$ cat src/rtl/core/dsp_pkg.sv
// ----------------------------------------------------------------------------
// dsp_pkg
// Shared types, constants and the band lookup for the dual servo pulse
// generator.
// ----------------------------------------------------------------------------
`default_nettype none

package dsp_pkg;

	typedef enum logic [1:0] {
		OP_SAMPLE     = 2'd0,
		OP_FAST_TICK  = 2'd1,
		OP_FRAME_TICK = 2'd2
	} op_t;

	localparam int BAND_COUNT = 11;

	typedef logic [7:0] duty_t;
	typedef logic [3:0] len_t;
	typedef logic [7:0] count_t;
	typedef logic [1:0] chan_t;

	localparam duty_t DUTY_OFFSET_RST = 8'd124;
	localparam duty_t DUTY_RST        = 8'd15;

	localparam chan_t CHAN_DUTY_A = 2'd0;
	localparam chan_t CHAN_DUTY_B = 2'd1;
	localparam chan_t CHAN_LEN_A  = 2'd2;
	localparam chan_t CHAN_LEN_B  = 2'd3;

	localparam logic [7:0] BAND_LIMIT [BAND_COUNT] = '{
		8'd19, 8'd40, 8'd61, 8'd82, 8'd103, 8'd131,
		8'd152, 8'd173, 8'd194, 8'd215, 8'd236
	};

	localparam len_t BAND_LEN [BAND_COUNT + 1] = '{
		4'd2, 4'd3, 4'd5, 4'd6, 4'd7, 4'd8,
		4'd9, 4'd10, 4'd11, 4'd12, 4'd14, 4'd15
	};

	// band index is the number of limits at or below h
	function automatic len_t band_lookup(input logic [6:0] h);
		logic [3:0] k;
		k = '0;
		for (int i = 0; i < BAND_COUNT; i++) begin
			k = k + 4'({7'd0, ({1'b0, h} >= BAND_LIMIT[i])});
		end
		return BAND_LEN[k];
	endfunction

endpackage

`default_nettype wire

$ cat src/rtl/core/dsp_if.sv
// ----------------------------------------------------------------------------
// dsp_evt_if / dsp_res_if
// Valid/ready channels for event words in and result words out.
// ----------------------------------------------------------------------------
`default_nettype none

interface dsp_evt_if;
	logic            valid;
	logic            ready;
	dsp_pkg::op_t    op;
	logic [7:0]      sample;

	modport source (output valid, output op, output sample, input ready);
	modport sink   (input valid, input op, input sample, output ready);
endinterface

interface dsp_res_if;
	logic            valid;
	logic            ready;
	logic            pulse_a;
	logic            pulse_b;
	logic [7:0]      duty_a;
	logic [7:0]      duty_b;
	logic [1:0]      channel;

	modport source (output valid, output pulse_a, output pulse_b, output duty_a,
		output duty_b, output channel, input ready);
	modport sink   (input valid, input pulse_a, input pulse_b, input duty_a,
		input duty_b, input channel, output ready);
endinterface

`default_nettype wire

$ cat src/rtl/core/dual_servo_pulse_generator.sv
// ----------------------------------------------------------------------------
// dual_servo_pulse_generator
// Event-driven servo pulse controller: two duty registers, two software
// pulse pins and a four-channel converter rotation.
// ----------------------------------------------------------------------------
// Every event word gives exactly one result word showing the state after the
// event. A word is registered at the input, then applied to the state when
// the result register is free; the state registers are the result payload,
// so a result word holds while it waits. Result valid is registered and
// rises when the input register applies its word to the state; one word per
// cycle is sustained when the result side is ready. The duty offset is
// written through cfg_we/cfg_wdata (reset 124) and is read when an analog
// sample on channel 0 or 1 is applied.
`default_nettype none

module dual_servo_pulse_generator (
	input  wire         clk,
	input  wire         arst_n,
	dsp_evt_if.sink     evt,
	dsp_res_if.source   res,
	input  wire         cfg_we,
	input  wire [7:0]   cfg_wdata
);
	import dsp_pkg::*;

	duty_t  offset_q;
	logic   s1_valid_q;
	op_t    op_s1;
	logic [7:0] sample_s1;
	logic   res_valid_q;
	logic   advance;

	chan_t  chan_q, chan_d;
	duty_t  duty_a_q, duty_a_d, duty_b_q, duty_b_d;
	len_t   len_q [2];
	len_t   len_d [2];
	count_t count_q [2];
	count_t count_d [2];
	logic   en_q [2];
	logic   en_d [2];
	logic   pin_q [2];
	logic   pin_d [2];
	duty_t  duty_sum;
	len_t   band_len;

	assign advance   = s1_valid_q && (!res_valid_q || res.ready);
	assign evt.ready = !s1_valid_q || advance;

	always_ff @(posedge clk or negedge arst_n) begin
		if (!arst_n) begin
			offset_q <= DUTY_OFFSET_RST;
		end else if (cfg_we) begin
			offset_q <= cfg_wdata;
		end
	end

	// input stage
	always_ff @(posedge clk or negedge arst_n) begin
		if (!arst_n) begin
			s1_valid_q <= 1'b0;
		end else if (evt.ready) begin
			s1_valid_q <= evt.valid;
		end
	end

	always_ff @(posedge clk) begin
		if (evt.valid && evt.ready) begin
			op_s1     <= evt.op;
			sample_s1 <= evt.sample;
		end
	end

	assign duty_sum = 8'({1'b0, sample_s1[7:1]} + offset_q);
	assign band_len = band_lookup(sample_s1[7:1]);

	always_comb begin
		chan_d   = chan_q;
		duty_a_d = duty_a_q;
		duty_b_d = duty_b_q;
		for (int i = 0; i < 2; i++) begin
			len_d[i]   = len_q[i];
			count_d[i] = count_q[i];
			en_d[i]    = en_q[i];
			pin_d[i]   = pin_q[i];
		end
		case (op_s1)
			OP_SAMPLE: begin
				unique case (chan_q)
					CHAN_DUTY_A: duty_a_d = duty_sum;
					CHAN_DUTY_B: duty_b_d = duty_sum;
					CHAN_LEN_A:  len_d[0] = band_len;
					CHAN_LEN_B:  len_d[1] = band_len;
					default:     duty_a_d = duty_a_q;
				endcase
				chan_d = chan_q + 2'd1;
			end
			OP_FAST_TICK: begin
				for (int i = 0; i < 2; i++) begin
					// end of pulse: drop the pin and stop counting
					if (count_q[i] == {4'd0, len_q[i]}) begin
						pin_d[i]   = 1'b0;
						en_d[i]    = 1'b0;
						count_d[i] = '0;
					end else if (en_q[i]) begin
						count_d[i] = count_q[i] + 8'd1;
					end
				end
			end
			OP_FRAME_TICK: begin
				for (int i = 0; i < 2; i++) begin
					en_d[i]  = 1'b1;
					pin_d[i] = 1'b1;
				end
			end
			default: begin
				chan_d = chan_q;
			end
		endcase
	end

	// state is the result payload; it only moves when the result register is free
	always_ff @(posedge clk or negedge arst_n) begin
		if (!arst_n) begin
			chan_q   <= CHAN_DUTY_A;
			duty_a_q <= DUTY_RST;
			duty_b_q <= DUTY_RST;
			for (int i = 0; i < 2; i++) begin
				len_q[i]   <= '0;
				count_q[i] <= '0;
				en_q[i]    <= 1'b0;
				pin_q[i]   <= 1'b0;
			end
		end else if (advance) begin
			chan_q   <= chan_d;
			duty_a_q <= duty_a_d;
			duty_b_q <= duty_b_d;
			for (int i = 0; i < 2; i++) begin
				len_q[i]   <= len_d[i];
				count_q[i] <= count_d[i];
				en_q[i]    <= en_d[i];
				pin_q[i]   <= pin_d[i];
			end
		end
	end

	always_ff @(posedge clk or negedge arst_n) begin
		if (!arst_n) begin
			res_valid_q <= 1'b0;
		end else if (advance) begin
			res_valid_q <= 1'b1;
		end else if (res.ready) begin
			res_valid_q <= 1'b0;
		end
	end

	assign res.valid   = res_valid_q;
	assign res.pulse_a = pin_q[0];
	assign res.pulse_b = pin_q[1];
	assign res.duty_a  = duty_a_q;
	assign res.duty_b  = duty_b_q;
	assign res.channel = chan_q;

endmodule

`default_nettype wire

$ cat src/flat_wrapper.sv
// flat-port wrapper written by rule: the top's interface ports become plain ports
module dual_servo_pulse_generator_flat import dsp_pkg::*;
  (clk, arst_n, cfg_we, cfg_wdata, evt_valid, evt_op, evt_sample, evt_ready, res_valid, res_pulse_a, res_pulse_b, res_duty_a, res_duty_b, res_channel, res_ready);
  dsp_evt_if evt_i ();
  dsp_res_if res_i ();
  input  wire clk;
  input  wire arst_n;
  input  wire cfg_we;
  input  wire [7:0] cfg_wdata;
  input wire logic [$bits(evt_i.valid)-1:0] evt_valid;
  input wire logic [$bits(evt_i.op)-1:0] evt_op;
  input wire logic [$bits(evt_i.sample)-1:0] evt_sample;
  output wire logic [$bits(evt_i.ready)-1:0] evt_ready;
  output wire logic [$bits(res_i.valid)-1:0] res_valid;
  output wire logic [$bits(res_i.pulse_a)-1:0] res_pulse_a;
  output wire logic [$bits(res_i.pulse_b)-1:0] res_pulse_b;
  output wire logic [$bits(res_i.duty_a)-1:0] res_duty_a;
  output wire logic [$bits(res_i.duty_b)-1:0] res_duty_b;
  output wire logic [$bits(res_i.channel)-1:0] res_channel;
  input wire logic [$bits(res_i.ready)-1:0] res_ready;
  assign evt_i.valid = evt_valid;
  assign evt_i.op = evt_op;
  assign evt_i.sample = evt_sample;
  assign evt_ready = evt_i.ready;
  assign res_valid = res_i.valid;
  assign res_pulse_a = res_i.pulse_a;
  assign res_pulse_b = res_i.pulse_b;
  assign res_duty_a = res_i.duty_a;
  assign res_duty_b = res_i.duty_b;
  assign res_channel = res_i.channel;
  assign res_i.ready = res_ready;
  dual_servo_pulse_generator u_core (.clk(clk), .arst_n(arst_n), .evt(evt_i), .res(res_i), .cfg_we(cfg_we), .cfg_wdata(cfg_wdata));
endmodule
$ cat config.mk
export PLATFORM = sky130hd
export DESIGN_NAME = dual_servo_pulse_generator_flat
export DESIGN_NICKNAME = d
export VERILOG_FILES = /design/src/rtl/core/dsp_pkg.sv /design/src/rtl/core/dsp_if.sv /design/src/rtl/core/dual_servo_pulse_generator.sv /design/src/flat_wrapper.sv
export SDC_FILE = /design/constraint.sdc
export NUM_CORES = 1
export LEC_CHECK = 0
export ABC_AREA = 1
export BUFFER_PORTS_ARGS = -buffer_cell sky130_fd_sc_hd__buf_2
export CORE_UTILIZATION = 54
export CTS_CLUSTER_SIZE = 28
export DETAILED_ROUTE_END_ITERATION = 12
export GPL_ROUTABILITY_DRIVEN = 0
export HOLD_SLACK_MARGIN = 0.03
export PLACE_DENSITY = 0.83
export SLEW_MARGIN = 10
export SYNTH_ARGS = -nofsm -noshare
export SYNTH_HDL_FRONTEND = slang
export SYNTH_SLANG_ARGS = --single-unit
$ cat constraint.sdc
create_clock -name clk -period 3.7 [get_ports clk]
set_input_delay 0 -clock clk [delete_from_list [all_inputs] [get_ports clk]]
set_output_delay 0 -clock clk [all_outputs]
set_load 0.005 [all_outputs]
==> impl_metrics.json <==
{
  "status": "finished clean",
  "reg2reg_setup_slack_ps": 540,
  "yosys_warnings": 0,
  "synth.area.top_cells": "dfrtp_1 (27%), nand2_1 (14%), dfstp_2 (9.0%)",
  "drv_slew": 0,
  "leakage_nw": 2.39,
  "ant_nets": 0,
  "clkSinkCount": 63,
  "clock_latency_ps": 350,
  "synth_cells": 444,
  "synth_top_family_by_area": "simple AND/OR/NAND/NOR gates",
  "wl_per_cell_um": 12.8,
  "drc_errors": 0,
  "fin_tns_setup_ps": 0,
  "final.fill_count": 534,
  "pin_count": 45,
  "r2r_start": "u_core.sample_s1[4]",
  "r2r_cells": 13,
  "fin_crit_sh": 0.854,
  "htreeDepth": 3,
  "drv_cap": 0,
  "critPathArrivalTime_ps": 3440,
  "grt_util_all_layers": 0.239,
  "finalSetupViolations": 0,
  "synthDistinctLibCells": 39,
  "hold_viol_final": 0,
  "synth_edf_count": 9,
  "start_util": 0.557,
  "antenna_cells": 0,
  "antenna_found_initial": 0,
  "die_area_mm2": 0.00734,
  "synth_adder_area_share": 0.0933,
  "holdCritStartpoint": "cfg_we",
  "placed_area_mm2": 0.00407,
  "first_iter_violations": 156,
  "clkTransAtPathRegs_ps": 80,
  "synth-simple-area-share": 0.313,
  "first_pass_iters": 4,
  "syn_nets": 494,
  "yosysSeqAreaShare": 0.433,
  "clk_path_buf_depth": 2,
  "final_common_cell": "nand2_1",
  "grt_start_max_net_pins": 47,
  "drive_gt1_frac": 0.214,
  "holdBufCountCts": 26,
  "synth_async_sr_flop_share": 0.857,
  "ys.flop_type": "dfrtp_1",
  "synth-compound-area-share": 0.0377,
  "max-slew-margin-rel": 0.622,
  "place_hpwl_um": 5510,
  "fin_hold_ws_ps": 67.7,
  "period_needed_ps": 3160,
  "powerDensity_mw_per_mm2": 589,
  "pre_cts_ws_ps": 567,
  "startpoint": "u_core.sample_s1[4]",
  "hold_end": "u_core.offset_q[6]",
  "fin_ws_ps": 540,
  "synth_top_cell_by_area": "dfrtp_1",
  "cts_tree": "done",
  "routed_via_density": 5.09,
  "ir_worst_vdd_mv": 0.270,
  "vias": 3153,
  "tightest_slew_ps": 568,
  "ctsResizeCount": 0,
  "skew_ps": 9.99,
  "min_delay_path_depth": 2,
  "fmax_mhz": 316,
  "dp_cells": 577,
  "ys_ff_latch": 63,
  "nets": 568,
  "drt-total-wl_um": 7920,
  "grt_overflow": 0,
  "grt_pass1_vias": 3168,
  "rsz0062_at_grt": "false",
  "cp_max_fo": 4,
  "core_mm2": 0.00679,
  "numCtsBuffers": 9,
  "grt_pass1_wl_um": 13700,
  "synth_top_area_frac": 0.271,
  "rr_endpoint": "u_core.len_q[4]",
  "synthesis.area_mm2": 0.00378,
  "design_area_mm2": 0.00458,
  "cts.root.buffer_cell": "clkbuf_8",
  "avgSynthCellArea_um2": 8.52,
  "final_cell_mix": "nand2_1 (139), inv_1 (55), nand3_1 (52)",
  "die_y_um": 85.7,
  "hold_class": "in -> reg",
  "post_cts_buffers": 0,
  "rows": 30,
  "cp_data_required_time_ps": 3980,
  "area_growth_pct": 21.0,
  "die_w_um": 85.7,
  "startpoint_type": "register",
  "crit_path_end_kind": "register",
  "synthXorXnorAreaFrac": 0.0271,
  "worstSetupPathType": "reg -> reg",
  "io_buffers": 43,
  "synth_mux_area_frac": 0.0179,
  "stdcell_count": 619
}
per-layer routing:
metal	vias up	GRT usage	routed length [µm]
met5	-	0	0
met4	0	0.111	160
met3	15	0.0423	325
met2	80	0.420	4000
met1	1472	0.285	3440
li1	1586	-	-
worst max-delay path, stage by stage, from the launching register on:
cell and delay (ps):
edfxtp_1 420, inv_1 80, o41ai_1 420, ha_1 310
ha_1 220, inv_1 70, fa_1 400, inv_1 80
ha_1 260, ha_1 290, or2_2 300, nand3_1 90
nand3_1 90, nand2_1 70
logic make-up (layout without fill, tap and decap cells):
| group | after synthesis | in the layout |
|---|---|---|
| fa+ha+maj | 27 | 27 |
| compound gates | 25 | 25 |
| buf+inv | 69 | 148 |
| flops | 63 | 63 |
| mux | 6 | 6 |
| simple gates | 244 | 244 |
| xor+xnor | 10 | 10 |
per-stage QoR:
| stage | utilization | power [W] |
|---|---|---|
| 2_1_floorplan | - | 0.00168 |
| 3_3_place_gp | 0.599 | 0.00189 |
| 3_5_place_dp | 0.599 | 0.00194 |
| 4_1_cts | 0.673 | 0.00271 |
| 5_1_grt | 0.673 | 0.00289 |
| 6_report | 0.673 | 0.00270 |
layout make-up:
| type | instances | area (µm²) | area share |
|---|---|---|---|
| timing repair buffer | 70 | 483 | 0.106 |
| tap | 96 | 120 | 0.0263 |
| sequential | 63 | 1640 | 0.358 |
| multi-input combinational | 312 | 1850 | 0.404 |
| inverter | 62 | 243 | 0.0530 |
| clock buffer | 9 | 124 | 0.0271 |
| clock inverter | 7 | 120 | 0.0263 |
state kept, by name, indices dropped and copies added (netlist names):
signal	count
u_core.en_q	2
u_core.len_q	8
u_core.offset_q	8
u_core.res.channel	2
u_core.count_q	16
u_core.res.valid	1
u_core.res.duty_b	8
u_core.s1_valid_q	1
u_core.res.duty_a	8
u_core.op_s1	2
u_core.sample_s1	7
power by group:
group	total (W)	switching (W)	leakage [nW]	internal, W
Sequential	0.00106	0.000149	0.750	0.000916
Combinational	0.000891	0.000521	1.52	0.000370
Clock	0.000740	0.000290	0.120	0.000450
Total	0.00270	0.000960	2.39	0.00174
synth_stat cells, types with 2 or more instances:
cell and number:
inv_1 55, o21ai_1 6, xnor2_2 2, ha_1 25, or2_2 2, nand2_1 139
buf_6 2, fa_1 2, nor2_1 14, buf_2 3, nand3_1 52, o21ai_0 7
nand4_4 2, dfstp_2 13, xnor2_1 4, nand2_4 2, a21oi_1 6, buf_4 2
a31o_2 2, edfxtp_1 9, nor2_2 4, dfrtp_1 41, nand2_2 4, nor2_4 4
clkinv_4 2, nand4_1 14, mux2_2 6, inv_2 5, xor2_1 4, nand3b_1 2
how the worst max path moves through the flow:
stage	to	slack, ps
floorplan	u_core.len_q[0]	870
global placement	u_core.len_q[4]	710
detailed placement	u_core.len_q[4]	570
CTS	u_core.len_q[4]	540
global route	u_core.len_q[4]	340
finish	u_core.len_q[4]	540
No activity file was read; power rests on OpenSTA's default activity.
